--- src/rtl/cbor_pkg.sv ---
// Shared types and constants for the CAN bus-off recovery supervisor.
// Used by every module of the block; depends on nothing.

package cbor_pkg;

    // Supervisor / controller state codes
    localparam logic [1:0] MODE_STOPPED    = 2'd0;
    localparam logic [1:0] MODE_RUNNING    = 2'd1;
    localparam logic [1:0] MODE_BUS_OFF    = 2'd2;
    localparam logic [1:0] MODE_RECOVERING = 2'd3;

    // Item operations
    localparam logic OP_POLL  = 1'b0;
    localparam logic OP_START = 1'b1;

    // Configuration register indexes
    localparam int unsigned CFG_INDEX_W = 2;
    localparam int unsigned CFG_DATA_W  = 16;
    localparam logic [CFG_INDEX_W-1:0] CFG_RETRY_INTERVAL   = 2'd0;
    localparam logic [CFG_INDEX_W-1:0] CFG_BACKOFF_INTERVAL = 2'd1;
    localparam logic [CFG_INDEX_W-1:0] CFG_BACKOFF_THRESH   = 2'd2;
    localparam logic [CFG_INDEX_W-1:0] CFG_RATE_WINDOW      = 2'd3;

    // Configuration reset values
    localparam logic [15:0] RETRY_INTERVAL_RST   = 16'd1000;
    localparam logic [15:0] BACKOFF_INTERVAL_RST = 16'd10000;
    localparam logic [7:0]  BACKOFF_THRESH_RST   = 8'd5;
    localparam logic [15:0] RATE_WINDOW_RST      = 16'd1000;

    // Saturation limit of the failed restart count
    localparam logic [7:0] FAILED_MAX = 8'd255;

    typedef struct packed {
        logic        operation;
        logic [31:0] now_ms;
        logic        status_valid;
        logic [1:0]  bus_state;
        logic [7:0]  tx_error_count;
        logic [7:0]  rx_error_count;
        logic [31:0] rx_overrun_total;
        logic [31:0] rx_frames_total;
        logic        recovery_accepted;
        logic        start_accepted;
    } item_t;

    typedef struct packed {
        logic [1:0]  drive_state;
        logic        recovery_requested;
        logic        restart_requested;
        logic [31:0] frames_per_window;
        logic [7:0]  tx_errors_seen;
        logic [7:0]  rx_errors_seen;
        logic [31:0] overruns_seen;
        logic [31:0] bus_off_events;
        logic [31:0] recoveries_done;
        logic [7:0]  failed_restarts;
    } result_t;

    // Post-update view from the recovery state machine
    typedef struct packed {
        logic [1:0]  drive_state;
        logic        recovery_requested;
        logic        restart_requested;
        logic [31:0] bus_off_events;
        logic [31:0] recoveries_done;
        logic [7:0]  failed_restarts;
    } ctrl_view_t;

    // Post-update view from the statistics unit
    typedef struct packed {
        logic [31:0] frames_per_window;
        logic [7:0]  tx_errors_seen;
        logic [7:0]  rx_errors_seen;
        logic [31:0] overruns_seen;
    } stats_view_t;

endpackage

--- src/rtl/can_bus_off_recovery_supervisor.sv ---
// CAN bus-off recovery supervisor, top level. An item passes the input register,
// then the result register; the state is updated in one step as it advances.
// Throughput: one item per cycle while result_stall is low.
// Reset (rst_n low, asynchronous): supervisor stopped, counters and rate window
// cleared, configuration at 1000 / 10000 / 5 / 1000. No clearing pass.
// Depends on cbor_pkg, cbor_ctrl and cbor_stats.

module can_bus_off_recovery_supervisor (
    input  logic                                 clk,
    input  logic                                 rst_n,
    input  logic                                 item_valid,
    output logic                                 item_stall,
    input  cbor_pkg::item_t                      item_data,
    output logic                                 result_valid,
    input  logic                                 result_stall,
    output cbor_pkg::result_t                    result_data,
    input  logic                                 cfg_we,
    input  logic [cbor_pkg::CFG_INDEX_W-1:0]     cfg_index,
    input  logic [cbor_pkg::CFG_DATA_W-1:0]      cfg_data
);
    import cbor_pkg::*;

    logic [15:0] retry_iv_reg;
    logic [15:0] backoff_iv_reg;
    logic [7:0]  backoff_th_reg;
    logic [15:0] rate_win_reg;

    logic        in_full_reg;
    item_t       in_item_reg;
    logic        res_valid_reg;
    result_t     res_reg;
    logic        advance;
    ctrl_view_t  ctrl_view;
    stats_view_t stats_view;

    // Configuration writes
    always_ff @(posedge clk or negedge rst_n)
    begin
        if (!rst_n)
        begin
            retry_iv_reg   <= RETRY_INTERVAL_RST;
            backoff_iv_reg <= BACKOFF_INTERVAL_RST;
            backoff_th_reg <= BACKOFF_THRESH_RST;
            rate_win_reg   <= RATE_WINDOW_RST;
        end
        else if (cfg_we)
        begin
            unique case (cfg_index)
                CFG_RETRY_INTERVAL:   retry_iv_reg   <= cfg_data;
                CFG_BACKOFF_INTERVAL: backoff_iv_reg <= cfg_data;
                CFG_BACKOFF_THRESH:   backoff_th_reg <= cfg_data[7:0];
                CFG_RATE_WINDOW:      rate_win_reg   <= cfg_data;
            endcase
        end
    end

    // Held item moves on when the result register is free or being drained
    assign advance    = in_full_reg && (!res_valid_reg || !result_stall);
    assign item_stall = in_full_reg && !advance;

    // Input register
    always_ff @(posedge clk or negedge rst_n)
    begin
        if (!rst_n)
            in_full_reg <= 1'b0;
        else if (item_valid && !item_stall)
            in_full_reg <= 1'b1;
        else if (advance)
            in_full_reg <= 1'b0;
    end

    always_ff @(posedge clk)
    begin
        if (item_valid && !item_stall)
            in_item_reg <= item_data;
    end

    cbor_ctrl u_ctrl (
        .clk                 (clk),
        .rst_n               (rst_n),
        .step                (advance),
        .item                (in_item_reg),
        .retry_interval_ms   (retry_iv_reg),
        .backoff_interval_ms (backoff_iv_reg),
        .backoff_threshold   (backoff_th_reg),
        .view                (ctrl_view)
    );

    cbor_stats u_stats (
        .clk            (clk),
        .rst_n          (rst_n),
        .step           (advance),
        .item           (in_item_reg),
        .rate_window_ms (rate_win_reg),
        .view           (stats_view)
    );

    // Result register
    always_ff @(posedge clk or negedge rst_n)
    begin
        if (!rst_n)
            res_valid_reg <= 1'b0;
        else if (advance)
            res_valid_reg <= 1'b1;
        else if (!result_stall)
            res_valid_reg <= 1'b0;
    end

    always_ff @(posedge clk)
    begin
        if (advance)
        begin
            res_reg.drive_state        <= ctrl_view.drive_state;
            res_reg.recovery_requested <= ctrl_view.recovery_requested;
            res_reg.restart_requested  <= ctrl_view.restart_requested;
            res_reg.frames_per_window  <= stats_view.frames_per_window;
            res_reg.tx_errors_seen     <= stats_view.tx_errors_seen;
            res_reg.rx_errors_seen     <= stats_view.rx_errors_seen;
            res_reg.overruns_seen      <= stats_view.overruns_seen;
            res_reg.bus_off_events     <= ctrl_view.bus_off_events;
            res_reg.recoveries_done    <= ctrl_view.recoveries_done;
            res_reg.failed_restarts    <= ctrl_view.failed_restarts;
        end
    end

    assign result_valid = res_valid_reg;
    assign result_data  = res_reg;

endmodule

--- src/rtl/cbor_stats.sv ---
// Statistics unit: held error counters, overrun count and frame rate window.
// Depends on cbor_pkg.

module cbor_stats (
    input  logic                clk,
    input  logic                rst_n,
    input  logic                step,
    input  cbor_pkg::item_t     item,
    input  logic [15:0]         rate_window_ms,
    output cbor_pkg::stats_view_t view
);
    import cbor_pkg::*;

    logic        window_open_reg, window_open_next;
    logic [31:0] win_time_reg, win_time_next;
    logic [31:0] win_frames_reg, win_frames_next;
    logic [31:0] frame_rate_reg, frame_rate_next;
    logic [7:0]  tx_hold_reg, tx_hold_next;
    logic [7:0]  rx_hold_reg, rx_hold_next;
    logic [31:0] ovr_hold_reg, ovr_hold_next;
    logic [31:0] elapsed;
    logic        poll;
    logic        close_window;

    assign poll         = step && (item.operation == OP_POLL);
    assign elapsed      = item.now_ms - win_time_reg;
    assign close_window = !window_open_reg || (elapsed >= {16'd0, rate_window_ms});

    // Next values of the held status and the rate window
    always_comb
    begin
        window_open_next = window_open_reg;
        win_time_next    = win_time_reg;
        win_frames_next  = win_frames_reg;
        frame_rate_next  = frame_rate_reg;
        tx_hold_next     = tx_hold_reg;
        rx_hold_next     = rx_hold_reg;
        ovr_hold_next    = ovr_hold_reg;
        if (poll)
        begin
            if (item.status_valid)
            begin
                tx_hold_next  = item.tx_error_count;
                rx_hold_next  = item.rx_error_count;
                ovr_hold_next = item.rx_overrun_total;
            end
            if (close_window)
            begin
                frame_rate_next  = item.rx_frames_total - win_frames_reg;
                win_frames_next  = item.rx_frames_total;
                win_time_next    = item.now_ms;
                window_open_next = 1'b1;
            end
        end
    end

    always_ff @(posedge clk or negedge rst_n)
    begin
        if (!rst_n)
        begin
            window_open_reg <= 1'b0;
            win_time_reg    <= '0;
            win_frames_reg  <= '0;
            frame_rate_reg  <= '0;
            tx_hold_reg     <= '0;
            rx_hold_reg     <= '0;
            ovr_hold_reg    <= '0;
        end
        else
        begin
            window_open_reg <= window_open_next;
            win_time_reg    <= win_time_next;
            win_frames_reg  <= win_frames_next;
            frame_rate_reg  <= frame_rate_next;
            tx_hold_reg     <= tx_hold_next;
            rx_hold_reg     <= rx_hold_next;
            ovr_hold_reg    <= ovr_hold_next;
        end
    end

    assign view.frames_per_window = frame_rate_next;
    assign view.tx_errors_seen    = tx_hold_next;
    assign view.rx_errors_seen    = rx_hold_next;
    assign view.overruns_seen     = ovr_hold_next;

endmodule

--- src/rtl/cbor_ctrl.sv ---
// Recovery FSM: stopped, running, bus off, recovering, with retry/backoff timing.
// Depends on cbor_pkg.

module cbor_ctrl (
    input  logic                 clk,
    input  logic                 rst_n,
    input  logic                 step,
    input  cbor_pkg::item_t      item,
    input  logic [15:0]          retry_interval_ms,
    input  logic [15:0]          backoff_interval_ms,
    input  logic [7:0]           backoff_threshold,
    output cbor_pkg::ctrl_view_t view
);
    import cbor_pkg::*;

    logic [1:0]  mode_reg, mode_next;
    logic [31:0] retry_time_reg, retry_time_next;
    logic [7:0]  failed_reg, failed_next;
    logic [31:0] bus_off_cnt_reg, bus_off_cnt_next;
    logic [31:0] recov_cnt_reg, recov_cnt_next;
    logic        rec_req;
    logic        rst_req;
    logic [1:0]  bus_eff;
    logic [31:0] since_due;
    logic [7:0]  failed_inc;
    logic [15:0] wait_ms;

    // An unreadable status counts as a stopped controller
    assign bus_eff    = item.status_valid ? item.bus_state : MODE_STOPPED;
    assign since_due  = item.now_ms - retry_time_reg;
    assign failed_inc = (failed_reg < FAILED_MAX) ? failed_reg + 8'd1 : failed_reg;
    assign wait_ms    = (failed_inc >= backoff_threshold) ? backoff_interval_ms
                                                           : retry_interval_ms;

    // Mode transitions and counters
    always_comb
    begin
        mode_next        = mode_reg;
        retry_time_next  = retry_time_reg;
        failed_next      = failed_reg;
        bus_off_cnt_next = bus_off_cnt_reg;
        recov_cnt_next   = recov_cnt_reg;
        rec_req          = 1'b0;
        rst_req          = 1'b0;
        if (step)
        begin
            if (item.operation == OP_START)
            begin
                mode_next = MODE_RUNNING;
            end
            else
            begin
                unique case (mode_reg)
                    MODE_STOPPED:
                    begin
                        // statistics only
                    end
                    MODE_RUNNING:
                    begin
                        if (bus_eff == MODE_BUS_OFF)
                        begin
                            bus_off_cnt_next = bus_off_cnt_reg + 32'd1;
                            mode_next        = MODE_BUS_OFF;
                            retry_time_next  = item.now_ms;
                        end
                    end
                    MODE_BUS_OFF:
                    begin
                        // wrap-aware: due when the difference is not negative
                        if (!since_due[31])
                        begin
                            rec_req = 1'b1;
                            if (item.recovery_accepted)
                                mode_next = MODE_RECOVERING;
                            else
                                retry_time_next = item.now_ms + {16'd0, retry_interval_ms};
                        end
                    end
                    MODE_RECOVERING:
                    begin
                        if (bus_eff == MODE_STOPPED)
                        begin
                            rst_req = 1'b1;
                            if (item.start_accepted)
                            begin
                                recov_cnt_next = recov_cnt_reg + 32'd1;
                                failed_next    = '0;
                                mode_next      = MODE_RUNNING;
                            end
                            else
                            begin
                                failed_next     = failed_inc;
                                mode_next       = MODE_BUS_OFF;
                                retry_time_next = item.now_ms + {16'd0, wait_ms};
                            end
                        end
                    end
                endcase
            end
        end
    end

    always_ff @(posedge clk or negedge rst_n)
    begin
        if (!rst_n)
        begin
            mode_reg        <= MODE_STOPPED;
            retry_time_reg  <= '0;
            failed_reg      <= '0;
            bus_off_cnt_reg <= '0;
            recov_cnt_reg   <= '0;
        end
        else
        begin
            mode_reg        <= mode_next;
            retry_time_reg  <= retry_time_next;
            failed_reg      <= failed_next;
            bus_off_cnt_reg <= bus_off_cnt_next;
            recov_cnt_reg   <= recov_cnt_next;
        end
    end

    assign view.drive_state        = mode_next;
    assign view.recovery_requested = rec_req;
    assign view.restart_requested  = rst_req;
    assign view.bus_off_events     = bus_off_cnt_next;
    assign view.recoveries_done    = recov_cnt_next;
    assign view.failed_restarts    = failed_next;

endmodule
--- config.mk ---
export PLATFORM = sky130hd
export DESIGN_NAME = can_bus_off_recovery_supervisor
export DESIGN_NICKNAME = d
export VERILOG_FILES = /design/src/rtl/cbor_pkg.sv /design/src/rtl/can_bus_off_recovery_supervisor.sv /design/src/rtl/cbor_stats.sv /design/src/rtl/cbor_ctrl.sv
export SDC_FILE = /design/constraint.sdc
export NUM_CORES = 1
export LEC_CHECK = 0
export BUFFER_PORTS_ARGS = -buffer_cell sky130_fd_sc_hd__buf_2
export CAP_MARGIN = 25
export CORE_MARGIN = 2
export CORE_UTILIZATION = 44
export DETAILED_ROUTE_END_ITERATION = 16
export GPL_TIMING_DRIVEN = 0
export PLACE_DENSITY = 0.75
export SLEW_MARGIN = 20
export SYNTH_ARGS = -nofsm -noshare
export SYNTH_HDL_FRONTEND = slang
export SYNTH_SLANG_ARGS = --single-unit
--- constraint.sdc ---
create_clock -name clk -period 6.4 [get_ports clk]
set_clock_uncertainty 0.05 [all_clocks]
set_input_delay 0.32 -clock clk [delete_from_list [all_inputs] [get_ports clk]]
set_output_delay 0.32 -clock clk [all_outputs]
set_load 0.005 [all_outputs]
Word-level counts from Yosys, hierarchy flattened --
Index checks and enable logic that the tools add are counted.
Storage, ports and cells: register bits after elaboration 583, bits in latches 0, bits in writable memories 0, ROM bits 0, input bits 141, output and inout bits 158, word-level logic and storage cells 133, memories 0
Operators by class: add/sub/neg operators 8, multipliers 0, div/mod/pow operators 0, order comparisons 3, equality and inequality tests 13, shift-type cells 0, mux-type cells 45, bitwise operators 3, reduce and logical (&&, ||, !) cells 23
Operators by type and width (count):
- 2-to-1 mux 32 bit | 18
- case mux 32 bit (3 select lines) | 1
- subtractor 32 bit | 3
- 2-to-1 mux 8 bit | 10
- adder 32 x 1 -> 32 bit (second input constant) | 2
- adder 32 x 16 -> 32 bit | 2
- greater-or-equal comparator 32 x 16 -> 1 bit | 1
- 2-to-1 mux 16 bit | 1
- 2-to-1 mux 2 bit | 8
- == test 2 bit (second input constant) | 5
- AND reduction 2 bit | 5
- adder 8 x 1 -> 8 bit (second input constant) | 1
- greater-or-equal comparator 8 bit | 1
- < comparator 8 bit (second input constant) | 1
- AND reduction 8 bit | 1
- 2-to-1 mux 1 bit | 6
- inequality test 2 x 1 -> 1 bit (second input constant) | 3
- inequality test 2 bit (second input constant) | 3
- case mux 2 bit (3 select lines) | 1
- logical NOT 1 bit | 5
- == test 2 x 1 -> 1 bit (second input constant) | 2
- logical AND 1 bit | 4
- logical NOT 2 bit | 2
- OR reduction 2 bit | 2
- 4 further kinds | 7

Depth between registers and ports, before layout --
depth after elaboration 8, depth in mapped cells 30, gate-level depth less buffers 28

Cells and area by module --
A second synthesis with hierarchy kept.
Unflattened totals: cell total of the unflattened synthesis 2017, area total of the unflattened synthesis 26799.5 µm²
By module, submodules not included:
- can_bus_off_recovery_supervisor | instances 1, cells an instance 401, area an instance 10445.0 µm², sequential area each 9703.1 µm²
- cbor_stats | instances 1, cells an instance 899, area an instance 9375.2 µm², sequential area each 3628.5 µm²
- cbor_ctrl | instances 1, cells an instance 717, area an instance 6979.2 µm², sequential area each 2652.5 µm²

Least setup slack after synthesis --
Ideal clock, no wire load.
kind flip-flop to flip-flop, from register u_ctrl.failed_reg[3], to register u_ctrl.retry_time_reg[20], setup time 0.125 ns, arrival 6.221 ns, required time 6.225 ns, path slack 0.004 ns, stages on the path, launching flop included 30, path buffers 2, clock period less this slack 6.396 ns, cell sequence dfrtp_1 -> clkbuf_1 -> and3_1 -> and3_1 -> nand3_1 -> mux2_2 -> ha_1 -> a21o_1 -> a21o_1 -> a21o_1 -> a21o_1 -> a21o_1 -> a21o_1 -> a21oi_1 -> nor3_1 -> clkbuf_1 -> mux2_2 -> ha_1 -> inv_1 -> fa_1 -> nor2b_1 -> o21a_1 -> o21ai_0 -> a211oi_1 -> nor2_1 -> a2111oi_0 -> o31ai_1 -> a21boi_0 -> xor2_1 -> mux2_2
On the way: longest elaborated chain between the ends 8, elaborated cells between the ends (all ways) 9, those cells by class add/sub: 2; order compare: 2; mux: 5
RTL lines:
- start: declaration | RTL line cbor_ctrl.sv:18 | logic [7:0] failed_reg, failed_next;
- start signal: assignment | RTL line cbor_ctrl.sv:117 | failed_reg <= failed_next;
- adder 8 x 1 -> 8 bit or < comparator 8 bit (tied branches) | RTL line cbor_ctrl.sv:31 | assign failed_inc = (failed_reg < FAILED_MAX) ? failed_reg + 8'd1 : failed_reg;
- 2-to-1 mux 8 bit * | RTL line cbor_ctrl.sv:31
- greater-or-equal comparator 8 bit * | RTL line cbor_ctrl.sv:32 | assign wait_ms = (failed_inc >= backoff_threshold) ? backoff_interval_ms
- 2-to-1 mux 16 bit * | RTL line cbor_ctrl.sv:32
- adder 32 x 16 -> 32 bit * | RTL line cbor_ctrl.sv:94 | retry_time_next = item.now_ms + {16'd0, wait_ms};
- 2-to-1 mux 32 bit * | RTL line cbor_ctrl.sv:84 | if (item.start_accepted)
- 2-to-1 mux 32 bit * | RTL line cbor_ctrl.sv:81 | if (bus_eff == MODE_STOPPED)
- case mux 32 bit (3 select lines) * | RTL line cbor_ctrl.sv:53 | unique case (mode_reg)
- end signal: assignment | RTL line cbor_ctrl.sv:116 | retry_time_reg <= retry_time_next;
- end: declaration | RTL line cbor_ctrl.sv:17 | logic [31:0] retry_time_reg, retry_time_next;
Mark *: on every way between the ends. The rest lies on a longest branch, timed or not. The select of a mux whose other input is x is not followed. A chain may end at the register's enable or synchronous reset.

==> results.yml <==
drt:
  vias: 17910
  wl_mm: 63.65
  dr.first_iter.drc_count: 990
  dr.pass1.iters: 7
  via_per_inst: 5.310
  avgRoutedWirePerCell_um: 18.87
  drc: 0
  postRouteAntennaNets: 0
timing:
  setup_viol: 0
  worstMarginPinSlew_ns: 0.9353
  fin_crit_ns: 6.049
  rsz0062_at_grt: "yes"
  period_share: 0.9452
  slew_headroom: 0.3765
  setup_tns_ns: 0
  hold_slack_ns: 0.1045
  hold_viol: 0
  fmax_ghz: 0.1653
  setup_ws_ns: 0.3509
  maxSlewViolCount: 0
place:
  io_buffers: 298
  hpwl_mm: 44.24
  placedInstanceArea_mm2: 0.02934
  gp_congestion: 0.9311
  place_ws_ns: -1.408
min_path:
  hold_start: "cfg_index[0]"
  whs_endpoint: "retry_iv_reg[2]"
  hold_depth: 3
  hold_class: "in -> reg"
finish:
  mostFrequentLayoutCells: "299 x buf_2, 288 x dfrtp_1, 274 x edfxtp_1"
  largest_register_ffs: 156
  multi_input_area_mm2: 0.01008
  final_cell_area_mm2: 0.03321
  fin_nets: 2817
  area_delta_synth_final_pct: 24.70
  num-fill-cells: 4835
  register_area_mm2: 0.01599
  final_common_cell: "buf_2"
  final_layout_size_suffix_gt1_frac: 0.2618
synthesis:
  synth_fa_ha_area_frac: 0.06567
  synth_edf_count: 274
  synth_ff_type: "dfrtp_1"
  synth_top_area_share: 0.3089
  yosysWarnings: 0
  avgSynthCellArea_um2: 13.19
  synth_area_leaders: "edfxtp_1 31%, dfrtp_1 27%, mux2_2 7.8%"
  synth-xor-area-share: 0.04571
  synth_compound_area_frac: 0.07431
  yosys.area.top_type: "edfxtp_1"
  synth_area_mm2: 0.02664
  synth_mux_area_frac: 0.1098
  synthSimpleGateAreaFrac: 0.07671
  synth-seq-area-share: 0.6001
  synthCells: 2020
  synth_top_family_by_area: "multiplexers"
  ys_ff_latch: 583
  synthDistinctLibCells: 67
  synth_fp_nets: 2299
  synthArstFlopShare: 0.5300
floorplan:
  initial_core_util: 0.4429
  core.rowCount: 90
  coreArea_mm2: 0.06013
  io_pins: 299
  dieHeight_um: 250.0
  die_area_mm2: 0.06252
  die_w_um: 250.0
cts:
  h-tree-depth: 2
  clock_latency_ns: 0.64
  clockRootBuffer: "clkbuf_16"
  clockBufferDepth: 3
  cts_tree: "built"
  clock-sinks: 583
  numCtsBuffers: 60
  clkTransAtPathRegs_ns: 0.06
critical_path:
  r2r_start: "in_item_reg[85]"
  required_ns: 6.71
  slowest_delay_ns: 0.52
  reg2reg_depth: 25
  r2r-end: "result_data[138]"
  crit_buf_inv: 4
  rrSetupSlack_ns: 0.35
  critPathArrivalTime_ns: 6.36
  crit_cells: 25
  critical_path_class: "reg -> reg"
  critPathCaptureType: "register"
  worstPathMaxFanout: 10
  crit_family: "compound AO/OA/AOI/OAI gates"
  critPathLaunchType: "register"
  crit_slowest_cell: "or4_1"
job:
  drv_cap: 0
global_route:
  grt-ovfl-total: 0
  gr-usage-all-layers: 0.2020
  grt_pass1_wl_mm: 100.0
  grt_max_degree: 92
  grt_pass1_vias: 18686
  antenna_found_initial: 1
power:
  p_leak_nw: 14.57
  power_density_mw_per_mm2: 351.8
  power_mw: 11.69
  peakVddDrop_mv: 0.2207
status:
  status: "finished, final reports clean"
==> cell usage after synthesis, drive strengths merged, types with 7 or more instances <==
master  count
o21a       22
edfxtp    274
and3       36
xor2       42
buf        13
a31oi      10
nand4      32
dfrtp     290
nand3      49
or3        11
a21o       34
clkbuf     29
mux2      218
dfstp      19
nor2b      19
mux2i      47
o21ai      57
nor4        7
o211ai      9
and4        8
ha        135
a21oi      99
xnor2      97
inv       142
nor2       77
nor3       25
nand2b     20
a211oi      8
o31ai       7
nand2     102
==> what timing repair did <==
| item | 4_1_cts | 5_1_grt |
|---|---|---|
| endpoints found under the setup margin | 97 | 146 |
| pin swaps | 6 | 10 |
| setup buffers | 5 | 8 |
| hold buffers | 138 | 0 |
| hold endpoints to repair | 233 | 0 |
| resized for setup | 29 | 15 |
==> metrics by stage <==
step	cells	util
finish	3373	0.5524
floorplan	2020	-
CTS	3364	0.5503
global placement	3100	0.4840
detailed placement	3108	0.4878
global route	3373	0.5524
==> worst reg2reg max path, stage by stage, from the launching register on <==
cell	delay, ns
edfxtp_1	0.46
inv_1	0.11
ha_1	0.17
inv_1	0.06
fa_1	0.43
a21o_1	0.22
a221oi_4	0.26
nor2b_1	0.08
o21a_1	0.18
o21ai_0	0.15
nand2b_1	0.09
a21oi_2	0.17
xnor2_1	0.15
ha_1	0.28
nand4_1	0.17
nor3_1	0.11
a221oi_2	0.23
o2111ai_1	0.14
a311o_1	0.34
or4_1	0.52
nor4_2	0.17
nand4_1	0.18
o31ai_4	0.32
buf_6	0.21
buf_6	0.18
mux2_1	0.37
==> layout make-up <==
cell class / instances / area share
Buffer: 40 / 0.006555
Clock buffer: 77 / 0.05078
Timing Repair Buffer: 458 / 0.09629
Multi-Input combinational cell: 1253 / 0.3034
Inverter: 142 / 0.01627
Antenna cell: 1 / 0.00007534
Clock inverter: 37 / 0.01590
Tap cell: 782 / 0.02946
Sequential cell: 583 / 0.4813
==> logic make-up (layout without fill, tap and decap cells) <==
family,after synthesis,count (layout)
buf+inv,184,754
fa+ha+maj,138,138
compound gates,305,305
other cells,0,1
xor+xnor,139,139
mux,265,265
simple gates,406,406
flops,583,583
==> metal layers <==
layer  global-route usage  routed length (µm)  vias up
li1                     -                   -     8391
met1               0.2548               26980     8920
met2               0.3508               31450      457
met3              0.03223                2982      142
met4              0.07511                2233        0
met5                    0                   0        -
==> report_power, final <==
part / leakage, nW / switching, mW / total, mW / internal (mW)
combinational: 7.09 / 1.56 / 2.88 / 1.32
sequential: 6.40 / 0.276 / 4.96 / 4.68
clock: 1.08 / 1.53 / 3.85 / 2.32
==> worst max-delay path by stage <==
stage,start,end,slack (ns)
2_1_floorplan,u_ctrl.failed_reg[3],u_ctrl.retry_time_reg[20],0.004
3_3_place_gp,result_stall,result_data[38],-3.37
3_5_place_dp,u_ctrl.failed_reg[3],u_ctrl.retry_time_reg[20],-1.41
4_1_cts,in_item_reg[85],result_data[150],0.01
5_1_grt,in_item_reg[85],result_data[141],-0.01
6_report,in_item_reg[85],result_data[138],0.35
No activity file was read; power rests on OpenSTA's default activity.
